## config.mk

```make
export PLATFORM = sky130hd
export DESIGN_NAME = sensor_frame_crc_decode_flat
export DESIGN_NICKNAME = d
export VERILOG_FILES = /design/src/sfcd_pkg.sv /design/src/sfcd_if.sv /design/src/sensor_frame_crc_decode.sv /design/src/sfcd_front.sv /design/src/sfcd_queue.sv /design/src/sfcd_back.sv /design/src/flat_wrapper.sv
export SDC_FILE = /design/constraint.sdc
export NUM_CORES = 1
export LEC_CHECK = 0
export ABC_AREA = 1
export BUFFER_PORTS_ARGS = -buffer_cell sky130_fd_sc_hd__clkbuf_2
export CORE_MARGIN = 2
export CORE_UTILIZATION = 45
export DETAILED_ROUTE_END_ITERATION = 8
export GPL_TIMING_DRIVEN = 0
export PLACE_DENSITY_LB_ADDON = 0.08
export SLEW_MARGIN = 20
export SYNTH_ARGS = -nofsm -noshare
export SYNTH_HDL_FRONTEND = slang
export SYNTH_SLANG_ARGS = --single-unit
export TNS_END_PERCENT = 50
```

## constraint.sdc

```tcl
create_clock -name i_clk -period 13.43 [get_ports i_clk]
set_input_delay 0.6715 -clock i_clk [delete_from_list [all_inputs] [get_ports i_clk]]
set_output_delay 0.6715 -clock i_clk [all_outputs]
set_load 0.02 [all_outputs]
```

## src/sfcd_pkg.sv

```systemverilog
// Shared types, constants and the CRC-8 byte step of the sensor frame decoder.
// No dependencies; every other file but sfcd_if refers to it by scoped names.
package sfcd_pkg;

    // CRC-8, polynomial 0x31, seed 0xFF, MSB first, no reflection, no final xor
    localparam logic [7:0]  CRC_INIT    = 8'hFF;
    localparam logic [7:0]  CRC_POLY    = 8'h31;
    localparam int          BUSY_BIT    = 7;

    // Byte positions within the seven-byte frame
    localparam logic [2:0]  POS_STATUS  = 3'd0;
    localparam logic [2:0]  POS_HUM_HI  = 3'd1;
    localparam logic [2:0]  POS_HUM_MID = 3'd2;
    localparam logic [2:0]  POS_SPLIT   = 3'd3;
    localparam logic [2:0]  POS_TMP_MID = 3'd4;
    localparam logic [2:0]  POS_TMP_LO  = 3'd5;
    localparam logic [2:0]  POS_CRC     = 3'd6;

    // Fixed-point scaling: value = floor(code * scale / 2^20), less TMP_OFFSET for temperature
    localparam int          CODE_W      = 20;
    localparam logic [13:0] HUM_SCALE   = 14'd10000;
    localparam logic [14:0] TMP_SCALE   = 15'd20000;
    localparam logic [15:0] TMP_OFFSET  = 16'd5000;

    localparam int          QUEUE_DEPTH = 2;

    typedef enum logic [1:0] {
        ST_OK   = 2'd0,
        ST_BUSY = 2'd1,
        ST_CRC  = 2'd2
    } t_frame_status;

    // One finished frame as handed from the front to the back
    typedef struct packed {
        t_frame_status       status;
        logic [CODE_W-1:0]   hum;
        logic [CODE_W-1:0]   tmp;
    } t_frame_rec;

    typedef struct packed {
        logic full;
        logic empty;
    } t_q_status;

    // Advance the CRC by one byte
    function automatic logic [7:0] crc8_step(input logic [7:0] acc, input logic [7:0] b);
        logic [7:0] v;
        v = acc ^ b;
        for (int k = 0; k < 8; k++) begin
            if (v[7]) begin
                v = {v[6:0], 1'b0} ^ CRC_POLY;
            end else begin
                v = {v[6:0], 1'b0};
            end
        end
        return v;
    endfunction

endpackage

```

## src/sfcd_if.sv

```systemverilog
// Handshake channels of the sensor frame decoder: byte input and result output.
// Depends on nothing; widths follow the frame field definitions.
interface sfcd_byte_if;
    logic       valid;
    logic       ready;
    logic [7:0] data_byte;
    logic       frame_start;

    modport source (output valid, output data_byte, output frame_start, input ready);
    modport sink   (input valid, input data_byte, input frame_start, output ready);
endinterface

interface sfcd_result_if;
    logic               valid;
    logic               ready;
    logic [1:0]         frame_status;
    logic [19:0]        humidity_code;
    logic [19:0]        temperature_code;
    logic [13:0]        humidity_centi;
    logic signed [14:0] temperature_centi;

    modport source (output valid, output frame_status, output humidity_code,
                    output temperature_code, output humidity_centi,
                    output temperature_centi, input ready);
    modport sink   (input valid, input frame_status, input humidity_code,
                    input temperature_code, input humidity_centi,
                    input temperature_centi, output ready);
endinterface

```

## src/sensor_frame_crc_decode.sv

```systemverilog
// Top level of the sensor frame decoder: front end, record queue, back end.
// Depends on sfcd_pkg, sfcd_if, sfcd_front, sfcd_queue and sfcd_back.
//
// Takes one frame byte per cycle (status byte, five data bytes, CRC byte) and
// gives one result per seven-byte frame: status (ok, busy, CRC mismatch), the
// two 20-bit raw codes and humidity and temperature in hundredths. A start
// flag forces the byte to be the status byte and drops any partial frame. The
// front end runs the CRC-8 and code assembly at one byte per cycle; the input
// stalls only while the two-entry record queue is full. The back end is a
// multiply stage followed by the output register, pipelined so a new result
// can enter each cycle while the output is not stalled; once the CRC byte
// is transferred, the record passes through the queue, the multiply stage
// and the output register. Failed frames carry zeros in all value fields.
module sensor_frame_crc_decode (
    input  logic          i_clk,
    input  logic          i_rst_n,
    sfcd_byte_if.sink     i_in,
    sfcd_result_if.source o_out
);

    logic                 w_push, w_pop;
    sfcd_pkg::t_frame_rec w_push_rec, w_head_rec;
    sfcd_pkg::t_q_status  w_q_stat;

    sfcd_front u_front (
        .i_clk    (i_clk),
        .i_rst_n  (i_rst_n),
        .i_in     (i_in),
        .i_q_stat (w_q_stat),
        .o_push   (w_push),
        .o_rec    (w_push_rec)
    );

    sfcd_queue u_queue (
        .i_clk   (i_clk),
        .i_rst_n (i_rst_n),
        .i_push  (w_push),
        .i_rec   (w_push_rec),
        .i_pop   (w_pop),
        .o_rec   (w_head_rec),
        .o_stat  (w_q_stat)
    );

    sfcd_back u_back (
        .i_clk    (i_clk),
        .i_rst_n  (i_rst_n),
        .i_rec    (w_head_rec),
        .i_q_stat (w_q_stat),
        .o_pop    (w_pop),
        .o_out    (o_out)
    );

    // Never push into a full queue
    a_no_overflow: assert property (@(posedge i_clk) disable iff (!i_rst_n)
        w_push |-> !w_q_stat.full)
        else $error("record pushed into full queue");

    // Never pop an empty queue
    a_no_underflow: assert property (@(posedge i_clk) disable iff (!i_rst_n)
        w_pop |-> !w_q_stat.empty)
        else $error("record popped from empty queue");

    // A failed frame carries zero values
    a_fail_zero: assert property (@(posedge i_clk) disable iff (!i_rst_n)
        (o_out.valid && (o_out.frame_status != sfcd_pkg::ST_OK)) |->
        (o_out.humidity_code == '0 && o_out.temperature_code == '0 &&
         o_out.humidity_centi == '0 && o_out.temperature_centi == '0))
        else $error("failed frame with non-zero fields");

    // A pushed record reaches the queue
    a_push_fill: assert property (@(posedge i_clk) disable iff (!i_rst_n)
        (w_push && !w_pop) |=> !w_q_stat.empty)
        else $error("pushed record lost");

endmodule

```

## src/sfcd_front.sv

```systemverilog
// Front end: takes frame bytes, tracks position, runs the CRC, builds raw codes.
// Depends on sfcd_pkg and sfcd_byte_if; pushes one record per frame.
module sfcd_front (
    input  logic                 i_clk,
    input  logic                 i_rst_n,
    sfcd_byte_if.sink            i_in,
    input  sfcd_pkg::t_q_status  i_q_stat,
    output logic                 o_push,
    output sfcd_pkg::t_frame_rec o_rec
);

    logic [7:0]  r_crc, n_crc;
    logic [2:0]  r_pos, n_pos;
    logic        r_busy, n_busy;
    logic [19:0] r_hum, n_hum;
    logic [19:0] r_tmp, n_tmp;
    logic [2:0]  w_pos;
    logic        w_accept;
    logic [7:0]  w_b;

    // Stall only while the queue has no room
    assign i_in.ready = !i_q_stat.full;
    assign w_accept   = i_in.valid && i_in.ready;
    assign w_b        = i_in.data_byte;

    // Start flag realigns; an out-of-range position counts as the status byte
    always_comb begin
        w_pos = i_in.frame_start ? sfcd_pkg::POS_STATUS : r_pos;
        if (w_pos > sfcd_pkg::POS_CRC) begin
            w_pos = sfcd_pkg::POS_STATUS;
        end
    end

    // Advance the frame state on each transfer
    always_comb begin
        n_crc  = r_crc;
        n_pos  = r_pos;
        n_busy = r_busy;
        n_hum  = r_hum;
        n_tmp  = r_tmp;
        o_push = 1'b0;
        if (r_busy) begin
            o_rec.status = sfcd_pkg::ST_BUSY;
        end else if (r_crc != w_b) begin
            o_rec.status = sfcd_pkg::ST_CRC;
        end else begin
            o_rec.status = sfcd_pkg::ST_OK;
        end
        o_rec.hum = (o_rec.status == sfcd_pkg::ST_OK) ? r_hum : '0;
        o_rec.tmp = (o_rec.status == sfcd_pkg::ST_OK) ? r_tmp : '0;
        if (w_accept) begin
            case (w_pos)
                sfcd_pkg::POS_STATUS: begin
                    n_busy = w_b[sfcd_pkg::BUSY_BIT];
                    n_hum  = '0;
                    n_tmp  = '0;
                    n_crc  = sfcd_pkg::crc8_step(sfcd_pkg::CRC_INIT, w_b);
                end
                sfcd_pkg::POS_HUM_HI:  n_hum[19:12] = w_b;
                sfcd_pkg::POS_HUM_MID: n_hum[11:4]  = w_b;
                sfcd_pkg::POS_SPLIT: begin
                    n_hum[3:0]   = w_b[7:4];
                    n_tmp[19:16] = w_b[3:0];
                end
                sfcd_pkg::POS_TMP_MID: n_tmp[15:8] = w_b;
                sfcd_pkg::POS_TMP_LO:  n_tmp[7:0]  = w_b;
                default: begin
                    o_push = 1'b1;
                end
            endcase
            if (w_pos == sfcd_pkg::POS_CRC) begin
                // Frame complete: return to the initial state
                n_crc  = sfcd_pkg::CRC_INIT;
                n_pos  = sfcd_pkg::POS_STATUS;
                n_busy = 1'b0;
                n_hum  = '0;
                n_tmp  = '0;
            end else begin
                n_pos = w_pos + 3'd1;
                if (w_pos != sfcd_pkg::POS_STATUS) begin
                    n_crc = sfcd_pkg::crc8_step(r_crc, w_b);
                end
            end
        end
    end

    always_ff @(posedge i_clk) begin
        if (!i_rst_n) begin
            r_crc  <= sfcd_pkg::CRC_INIT;
            r_pos  <= sfcd_pkg::POS_STATUS;
            r_busy <= 1'b0;
            r_hum  <= '0;
            r_tmp  <= '0;
        end else begin
            r_crc  <= n_crc;
            r_pos  <= n_pos;
            r_busy <= n_busy;
            r_hum  <= n_hum;
            r_tmp  <= n_tmp;
        end
    end

endmodule

```

## src/sfcd_queue.sv

```systemverilog
// Short frame record queue between the front end and the conversion back end.
// Depends on sfcd_pkg for the record and status types.
module sfcd_queue (
    input  logic                 i_clk,
    input  logic                 i_rst_n,
    input  logic                 i_push,
    input  sfcd_pkg::t_frame_rec i_rec,
    input  logic                 i_pop,
    output sfcd_pkg::t_frame_rec o_rec,
    output sfcd_pkg::t_q_status  o_stat
);

    localparam int PTR_W = (sfcd_pkg::QUEUE_DEPTH > 1) ? $clog2(sfcd_pkg::QUEUE_DEPTH) : 1;
    localparam int CNT_W = $clog2(sfcd_pkg::QUEUE_DEPTH + 1);
    localparam logic [PTR_W-1:0] LAST_PTR = PTR_W'(sfcd_pkg::QUEUE_DEPTH - 1);
    localparam logic [CNT_W-1:0] DEPTH_C  = CNT_W'(sfcd_pkg::QUEUE_DEPTH);

    sfcd_pkg::t_frame_rec r_mem [sfcd_pkg::QUEUE_DEPTH];
    logic [PTR_W-1:0]     r_wr_ptr, r_rd_ptr;
    logic [CNT_W-1:0]     r_count;

    assign o_stat.full  = (r_count == DEPTH_C);
    assign o_stat.empty = (r_count == '0);
    assign o_rec        = r_mem[r_rd_ptr];

    // Store a record at the tail
    always_ff @(posedge i_clk) begin
        if (i_push) begin
            r_mem[r_wr_ptr] <= i_rec;
        end
    end

    // Advance pointers and the fill count
    always_ff @(posedge i_clk) begin
        if (!i_rst_n) begin
            r_wr_ptr <= '0;
            r_rd_ptr <= '0;
            r_count  <= '0;
        end else begin
            if (i_push) begin
                r_wr_ptr <= (r_wr_ptr == LAST_PTR) ? '0 : r_wr_ptr + PTR_W'(1);
            end
            if (i_pop) begin
                r_rd_ptr <= (r_rd_ptr == LAST_PTR) ? '0 : r_rd_ptr + PTR_W'(1);
            end
            case ({i_push, i_pop})
                2'b10:   r_count <= r_count + CNT_W'(1);
                2'b01:   r_count <= r_count - CNT_W'(1);
                default: r_count <= r_count;
            endcase
        end
    end

endmodule

```

## src/sfcd_back.sv

```systemverilog
// Back end: scales raw codes to hundredths in two stages and holds the result.
// Depends on sfcd_pkg and sfcd_result_if; pops records from the queue.
module sfcd_back (
    input  logic                 i_clk,
    input  logic                 i_rst_n,
    input  sfcd_pkg::t_frame_rec i_rec,
    input  sfcd_pkg::t_q_status  i_q_stat,
    output logic                 o_pop,
    sfcd_result_if.source        o_out
);

    logic                    r_a_valid;
    sfcd_pkg::t_frame_status r_a_status;
    logic [19:0]             r_a_hum, r_a_tmp;
    logic [33:0]             r_a_hprod;
    logic [34:0]             r_a_tprod;

    logic                    r_b_valid;
    logic [1:0]              r_b_status;
    logic [19:0]             r_b_hum, r_b_tmp;
    logic [13:0]             r_b_hc;
    logic [14:0]             r_b_tc;

    logic        w_en_a, w_en_b;
    logic [33:0] w_hprod;
    logic [34:0] w_tprod;
    logic [15:0] w_tc;

    // Each stage moves when the one after it has room
    assign w_en_b = !r_b_valid || o_out.ready;
    assign w_en_a = !r_a_valid || w_en_b;
    assign o_pop  = w_en_a && !i_q_stat.empty;

    assign w_hprod = 34'(i_rec.hum) * 34'(sfcd_pkg::HUM_SCALE);
    assign w_tprod = 35'(i_rec.tmp) * 35'(sfcd_pkg::TMP_SCALE);
    assign w_tc    = {1'b0, r_a_tprod[34:20]} - sfcd_pkg::TMP_OFFSET;

    // Stage A: multiply
    always_ff @(posedge i_clk) begin
        if (!i_rst_n) begin
            r_a_valid <= 1'b0;
        end else if (w_en_a) begin
            r_a_valid <= !i_q_stat.empty;
        end
    end

    always_ff @(posedge i_clk) begin
        if (w_en_a) begin
            r_a_status <= i_rec.status;
            r_a_hum    <= i_rec.hum;
            r_a_tmp    <= i_rec.tmp;
            r_a_hprod  <= w_hprod;
            r_a_tprod  <= w_tprod;
        end
    end

    // Stage B: take the floor, apply the offset, zero failed frames
    always_ff @(posedge i_clk) begin
        if (!i_rst_n) begin
            r_b_valid <= 1'b0;
        end else if (w_en_b) begin
            r_b_valid <= r_a_valid;
        end
    end

    always_ff @(posedge i_clk) begin
        if (w_en_b) begin
            r_b_status <= r_a_status;
            if (r_a_status == sfcd_pkg::ST_OK) begin
                r_b_hum <= r_a_hum;
                r_b_tmp <= r_a_tmp;
                r_b_hc  <= r_a_hprod[33:20];
                r_b_tc  <= w_tc[14:0];
            end else begin
                r_b_hum <= '0;
                r_b_tmp <= '0;
                r_b_hc  <= '0;
                r_b_tc  <= '0;
            end
        end
    end

    assign o_out.valid             = r_b_valid;
    assign o_out.frame_status      = r_b_status;
    assign o_out.humidity_code     = r_b_hum;
    assign o_out.temperature_code  = r_b_tmp;
    assign o_out.humidity_centi    = r_b_hc;
    assign o_out.temperature_centi = $signed(r_b_tc);

endmodule
```

## src/flat_wrapper.sv

```systemverilog
// flat-port wrapper written by rule: the top's interface ports become plain ports
module sensor_frame_crc_decode_flat 
  (i_clk, i_rst_n, i_in_valid, i_in_data_byte, i_in_frame_start, i_in_ready, o_out_valid, o_out_frame_status, o_out_humidity_code, o_out_temperature_code, o_out_humidity_centi, o_out_temperature_centi, o_out_ready);
  sfcd_byte_if i_in_i ();
  sfcd_result_if o_out_i ();
  input  logic i_clk;
  input  logic i_rst_n;
  input wire logic [$bits(i_in_i.valid)-1:0] i_in_valid;
  input wire logic [$bits(i_in_i.data_byte)-1:0] i_in_data_byte;
  input wire logic [$bits(i_in_i.frame_start)-1:0] i_in_frame_start;
  output wire logic [$bits(i_in_i.ready)-1:0] i_in_ready;
  output wire logic [$bits(o_out_i.valid)-1:0] o_out_valid;
  output wire logic [$bits(o_out_i.frame_status)-1:0] o_out_frame_status;
  output wire logic [$bits(o_out_i.humidity_code)-1:0] o_out_humidity_code;
  output wire logic [$bits(o_out_i.temperature_code)-1:0] o_out_temperature_code;
  output wire logic [$bits(o_out_i.humidity_centi)-1:0] o_out_humidity_centi;
  output wire logic [$bits(o_out_i.temperature_centi)-1:0] o_out_temperature_centi;
  input wire logic [$bits(o_out_i.ready)-1:0] o_out_ready;
  assign i_in_i.valid = i_in_valid;
  assign i_in_i.data_byte = i_in_data_byte;
  assign i_in_i.frame_start = i_in_frame_start;
  assign i_in_ready = i_in_i.ready;
  assign o_out_valid = o_out_i.valid;
  assign o_out_frame_status = o_out_i.frame_status;
  assign o_out_humidity_code = o_out_i.humidity_code;
  assign o_out_temperature_code = o_out_i.temperature_code;
  assign o_out_humidity_centi = o_out_i.humidity_centi;
  assign o_out_temperature_centi = o_out_i.temperature_centi;
  assign o_out_i.ready = o_out_ready;
  sensor_frame_crc_decode u_core (.i_clk(i_clk), .i_rst_n(i_rst_n), .i_in(i_in_i), .o_out(o_out_i));
endmodule
```

======== Yosys cells after proc, flatten, opt, wreduce, memory -nomap -nowiden ========
Memory sizes are Yosys's and may differ from the RTL's. A register that Yosys moved wholly into a read port is not among the register bits.
Cells that the tools add are included.
W data, S select, Z words.
operators by class
  reductions and logical operators ........ 29
  magnitude comparators ................... 1
  multipliers ............................. 2
  bitwise gates (word level) .............. 18
  add/subtract/negate cells ............... 6
  equality and inequality tests ........... 10
  multiplexer cells ....................... 80
operators with widths
  cell                      number
  $mux W8                   38
  $mux W6                   16
  $mux W20                  4
  $pmux W8 S2               4
  $mul A20 B10 Y30 const B  2
  $not A3 Y3                16
  $reduce_bool A3 Y1        7
  $pmux W4 S2               2
  $sub A15 B13 Y15 const B  1
  $reduce_and A2 Y1         7
  $mux W1                   10
  $eq A3 B3 Y1 const B      3
  $mux W3                   3
  $ne A8 B8 Y1              1
  $not A8 Y8                1
  $xor A8 B8 Y8             1
  $eq A3 B2 Y1 const B      2
  $logic_not A2 Y1          3
  $reduce_or A6 Y1          1
  $eq A2 B2 Y1 const B      2
  $logic_not A1 Y1          4
  $mux W2                   2
  $pmux W2 S2               1
  $reduce_bool A2 Y1        2
  other kinds (10)          13
word-level totals
  logic and storage cells ................. 171
  bits in writable memories ............... 84
  register bits after elaboration ......... 231
  memories ................................ 1
memories
  memory                words  width  rd ports  clocked after Yosys merged registers in  write ports  RTL line          text
  u_core.u_queue.r_mem  2      42     1         1                                        1            sfcd_queue.sv:18  sfcd_pkg::t_frame_rec r_mem [sfcd_pkg::QUEUE_DEPTH];

======== Logic depth before layout (Yosys ltp) ========
  word-level depth ........................ 41
  gate-level depth with buffers ........... 26
  depth with buffers taken out ............ 24

======== Hierarchy ========
Synthesis repeated with hierarchy kept, for this count alone.
second synthesis, totals
  cells, all modules ...................... 2,018
  area, all modules ....................... 18,671.7 sq um
by module, submodules not included
  module      area each (sq um)  instances  seq. area each (sq um)  cells each
  sfcd_back   12,117.9           1          4,304.1                 1,347
  sfcd_queue  3,463.3            1          2,622.5                 166
  sfcd_front  3,090.5            1          1,041.0                 505

======== Worst setup path after synthesis ========
Ideal clock, no wire load.
  path type ............................... reg2reg
  start ................................... reg with a tool-made name
  end ..................................... reg u_core.u_back.r_a_hprod[32] (data pin)
  arrival ................................. 4.727 ns
  buffers on the path ..................... 3
  slack ................................... 8.445 ns
  clock period less this slack ............ 4.985 ns
  required time ........................... 13.172 ns
  setup time .............................. 0.258 ns
  stages on the path, launching flop included .. 21
  path through ............................ dfxtp_1 -> buf_2 -> buf_2 -> buf_2 -> o21ai_0 -> inv_1 -> fa_1 -> ha_1 -> fa_1 -> ha_1 -> inv_1 -> fa_1 -> inv_1 -> ha_1 -> a21oi_1 -> inv_1 -> a31oi_1 -> o21ai_0 -> a21oi_1 -> nand2_1 -> xor2_1
RTL lines
  element               RTL line         text
  end signal, assigned  sfcd_back.sv:52  r_a_hprod <= w_hprod;
  end, declared         sfcd_back.sv:15  logic [33:0] r_a_hprod;

==> metrics.md <==
| Metric | Value |
|---|---|
| Number of top-level pins | `86` |
| Vias in the first global route | `12,300` |
| Register bit count reported by yosys | `285` |
| Net Count, Synth | `2,184` |
| Overall die width | `203 um` |
| Rel. slew slack | `0.315` |
| Cell breakdown of the critical path | `buf_2 -> buf_2 -> buf_2 -> o21ai_0 -> inv_1 -> fa_1 -> ha_1 -> fa_1 -> ha_1 -> inv_1 -> fa_1 -> inv_1 -> ha_1 -> a21oi_1 -> inv_1 -> a31oi_1 -> o21ai_0 -> a21oi_1 -> nand2_1 -> xor2_1` |
| Count of vias placed by the detailed router | `12,400` |
| Port Buffer Count | `77` |
| Peak fanout along the critical path | `10` |
| Count of flip-flops with a built-in enable after synthesis | `226` |
| Final hold violations | `0` |
| Sum of negative setup slack | `0 ns` |
| Sum of routed wire length over all layers | `39.0 mm` |
| Post-DP HPWL | `30.6 mm` |
| Crit Path Class | `flip-flop to flip-flop` |
| Area growth from synthesis to layout | `13.2%` |
| Mean number of vias per cell | `4.80` |
| Starting DRC count in detailed routing | `487` |
| Maximum level of the CTS H-tree | `2` |
| Area of the core | `0.0389 sq mm` |
| Maximum number of buffers from clock root to sink | `3` |
| Post-detailed-route DRC marker count | `0` |
| Antenna Cells | `0` |
| Placer Congestion | `0.859` |
| Unrepaired setup endpoints after global routing | `false` |
| Worst path max stage delay | `0.83 ns` |
| Number of detailed-route iterations in the first pass | `5` |
| Count of synthesis-stage warnings from yosys | `0` |
| R2R Setup Slk | `7.47 ns` |
| Largest net degree at the start of global routing | `59` |
| Critical Path Sink Type | `flip-flop` |
| Initial antenna violation count | `0` |
| Routed wire length per instance | `15.1 um` |
| Critical path launch point type | `flip-flop` |
| Most instantiated flip-flop cell in the synthesis netlist | `sky130_fd_sc_hd__edfxtp_1` |
| Transition time of the tightest slew-check pin | `1.02 ns` |
| Setup Skew | `0.0321 ns` |
| Sequential cell area | `0.00797 sq mm` |
| Fin nets | `2,302` |
| Cell area after synthesis | `0.0178 sq mm` |
| Outcome | `finished clean` |
| CTS buffer count | `35` |
| Number of buffers added to fix hold violations after cts | `0` |
| Latest clock arrival within the worst-skew pair | `0.55 ns` |
| Height of the die | `203 um` |
| Sequential area share after synthesis | `0.447` |
| Type of the tightest min-delay check | `flip-flop to flip-flop` |
| Minimum clock period after layout | `5.96 ns` |
| Post-route clock period utilization | `0.444` |
| Cts repair resizes | `0` |
| Max-slew violation count | `0` |
| Number of distinct standard cells referenced by the synthesized netlist | `41` |
| Number of maximum-capacitance violations | `0` |
| GR Util All Layers | `0.196` |
| Share of cells above drive strength 1 | `0.0922` |
| Effective utilization at floorplan | `0.458` |
| Clock Sink Count | `285` |
| Total area of multi-input combinational cells | `0.00808 sq mm` |
| Postcts setup bufs | `0` |
| Most prevalent standard cell on the critical path | `sky130_fd_sc_hd__inv_1` |
| Number of fill cells in the layout | `3,669` |
| Crit path DAT | `6.25 ns` |
| Maximum achievable frequency | `168 MHz` |
| Util after Layout | `0.519` |
| Crit path required time | `13.72 ns` |
| TritonCTS clock tree | `built` |
| Post-synthesis async set-or-reset flop share | `0` |
| CP max stage cell | `sky130_fd_sc_hd__o21ai_0` |
| Grt ovf | `0` |
| Avg Cell Area, Syn | `9.31 sq um` |
| Number of instances in the synthesized netlist | `1,916` |
| Global-route wire length before repair | `63.8 mm` |
| Clock tree root driver cell | `sky130_fd_sc_hd__clkbuf_16` |
| Count of antenna-violating nets left after detailed routing | `0` |
| Cell row count | `72` |
| Register clock-pin slew on the reported worst setup and hold paths | `0.05 ns` |
| Total setup violations reported at the end of the flow | `0` |
| Floorplan die area | `0.0413 sq mm` |
==> placed cells by master (no fill, tap or decap), types with 25 or more instances in the layout <==
master                      instances
sky130_fd_sc_hd__nand3_1           46
sky130_fd_sc_hd__clkbuf_2          77
sky130_fd_sc_hd__clkbuf_16         37
sky130_fd_sc_hd__a21oi_1          125
sky130_fd_sc_hd__edfxtp_1         226
sky130_fd_sc_hd__fa_1              88
sky130_fd_sc_hd__clkbuf_1          25
sky130_fd_sc_hd__xor2_1            30
sky130_fd_sc_hd__dfxtp_1           59
sky130_fd_sc_hd__o21ai_0           70
sky130_fd_sc_hd__nand2_1          315
sky130_fd_sc_hd__o21ai_1           33
sky130_fd_sc_hd__inv_1            427
sky130_fd_sc_hd__ha_1             167
sky130_fd_sc_hd__nor2_1           177
==> layer usage <==
metal / GRT usage / vias to the layer above / part of all wire
li1: - / 6351 / -
met1: 0.266 / 5759 / 0.48
met2: 0.323 / 193 / 0.46
met3: 0.0255 / 72 / 0.030
met4: 0.0727 / 0 / 0.031
met5: 0 / - / 0
==> registers in the layout, summed over array words and instances (netlist names), named ones only <==
signal	cells
u_core.u_back.r_a_tmp	20
u_core.u_back.o_out.temperature_code	20
u_core.u_front.r_pos	3
u_core.u_back.o_out.frame_status	2
u_core.u_back.o_out.humidity_code	20
u_core.u_back.o_out.valid	1
u_core.u_back.r_a_hum	20
u_core.u_front.r_tmp	20
u_core.u_back.r_a_status	2
u_core.u_front.r_busy	1
u_core.u_queue.r_wr_ptr	1
u_core.u_queue.r_mem	84
u_core.u_back.r_a_valid	1
u_core.u_back.r_a_hprod	14
u_core.u_back.o_out.humidity_centi	14
u_core.u_back.o_out.temperature_centi	15
u_core.u_front.r_crc	8
u_core.u_queue.r_count	2
u_core.u_back.r_a_tprod	15
u_core.u_queue.r_rd_ptr	1
u_core.u_front.r_hum	20
==> final timing paths <==
check	depth (start not counted)	from	end
min reg2reg	1	u_core.u_queue.r_rd_ptr	flip-flop
max reg2reg	20	flip-flop	u_core.u_back.r_a_hprod[32]
max	20	flip-flop	u_core.u_back.r_a_hprod[32]
min	1	u_core.u_queue.r_rd_ptr	flip-flop
==> per-stage QoR <==
| stage | setup slack [ns] | instance area, sq um | cells | hold WS [ns] |
|---|---|---|---|---|
| floorplan | 8.44 | 17800 | 1916 | 0.426 |
| global placement | 7.42 | 18900 | 2511 | 0.438 |
| detailed placement | 7.40 | 19000 | 2515 | 0.442 |
| CTS | 7.39 | 20200 | 2579 | 0.452 |
| global route | 7.01 | 20200 | 2579 | 0.476 |
| finish | 7.47 | 20200 | 2579 | 0.453 |
==> area by class of cell <==
cell class,count,share of cell area
well taps,518,0.0321
flip-flops and latches,285,0.394
clock buffers,47,0.0502
repair buffers,81,0.0238
clock inverters,17,0.00898
multi-input cells,1150,0.400
plain buffers,37,0.00793
inverters,444,0.0825
==> synth_stat cells (3+ instances only) <==
master / n / share of area
sky130_fd_sc_hd__o21ai_0: 75 / 0.021
sky130_fd_sc_hd__nand3_1: 47 / 0.013
sky130_fd_sc_hd__buf_2: 17 / 0.0048
sky130_fd_sc_hd__mux2_2: 4 / 0.0025
sky130_fd_sc_hd__inv_2: 16 / 0.0034
sky130_fd_sc_hd__nand2_2: 3 / 0.0011
sky130_fd_sc_hd__o21a_1: 5 / 0.0021
sky130_fd_sc_hd__a21o_1: 13 / 0.0055
sky130_fd_sc_hd__fa_1: 88 / 0.099
sky130_fd_sc_hd__xnor2_1: 9 / 0.0044
sky130_fd_sc_hd__and3_1: 3 / 0.0011
sky130_fd_sc_hd__a31oi_1: 7 / 0.0025
sky130_fd_sc_hd__nand4_1: 4 / 0.0014
sky130_fd_sc_hd__o21ai_1: 28 / 0.0079
sky130_fd_sc_hd__dfxtp_1: 59 / 0.066
sky130_fd_sc_hd__edfxtp_1: 226 / 0.38
sky130_fd_sc_hd__clkbuf_1: 20 / 0.0042
sky130_fd_sc_hd__inv_1: 427 / 0.090
sky130_fd_sc_hd__nor2_1: 179 / 0.038
sky130_fd_sc_hd__ha_1: 167 / 0.12
sky130_fd_sc_hd__o21bai_1: 7 / 0.0029
sky130_fd_sc_hd__a21boi_0: 4 / 0.0017
sky130_fd_sc_hd__xor2_1: 30 / 0.015
sky130_fd_sc_hd__nor4_1: 3 / 0.0011
sky130_fd_sc_hd__a21oi_1: 125 / 0.035
sky130_fd_sc_hd__nand2_1: 316 / 0.066
sky130_fd_sc_hd__nor3_1: 14 / 0.0039
sky130_fd_sc_hd__nor2_2: 4 / 0.0014
==> worst max-delay path, delay by kind of cell, from the launching register on <==
kind	cells	cell delay, ns
fa+ha+maj	6	2.50
compound gates	5	1.62
buf+inv	7	1.06
flops	1	0.29
xor+xnor	1	0.14
simple gates	1	0.09
==> cells by family (layout without fill, tap and decap cells) <==
family / after synthesis / count (layout) / share of synthesized area
XOR/XNOR: 39 / 39 / 0.0191
flip-flops: 285 / 285 / 0.447
buffers and inverters: 481 / 626 / 0.102
adder cells (fa/ha/maj): 255 / 255 / 0.216
AO/OA/AOI/OAI: 271 / 271 / 0.0822
AND/OR/NAND/NOR: 581 / 581 / 0.131
multiplexers: 4 / 4 / 0.00252
Power is left out: the tool's default activity adds up to more than one toggle a clock period on the data nets, which glitch-free logic cannot reach.
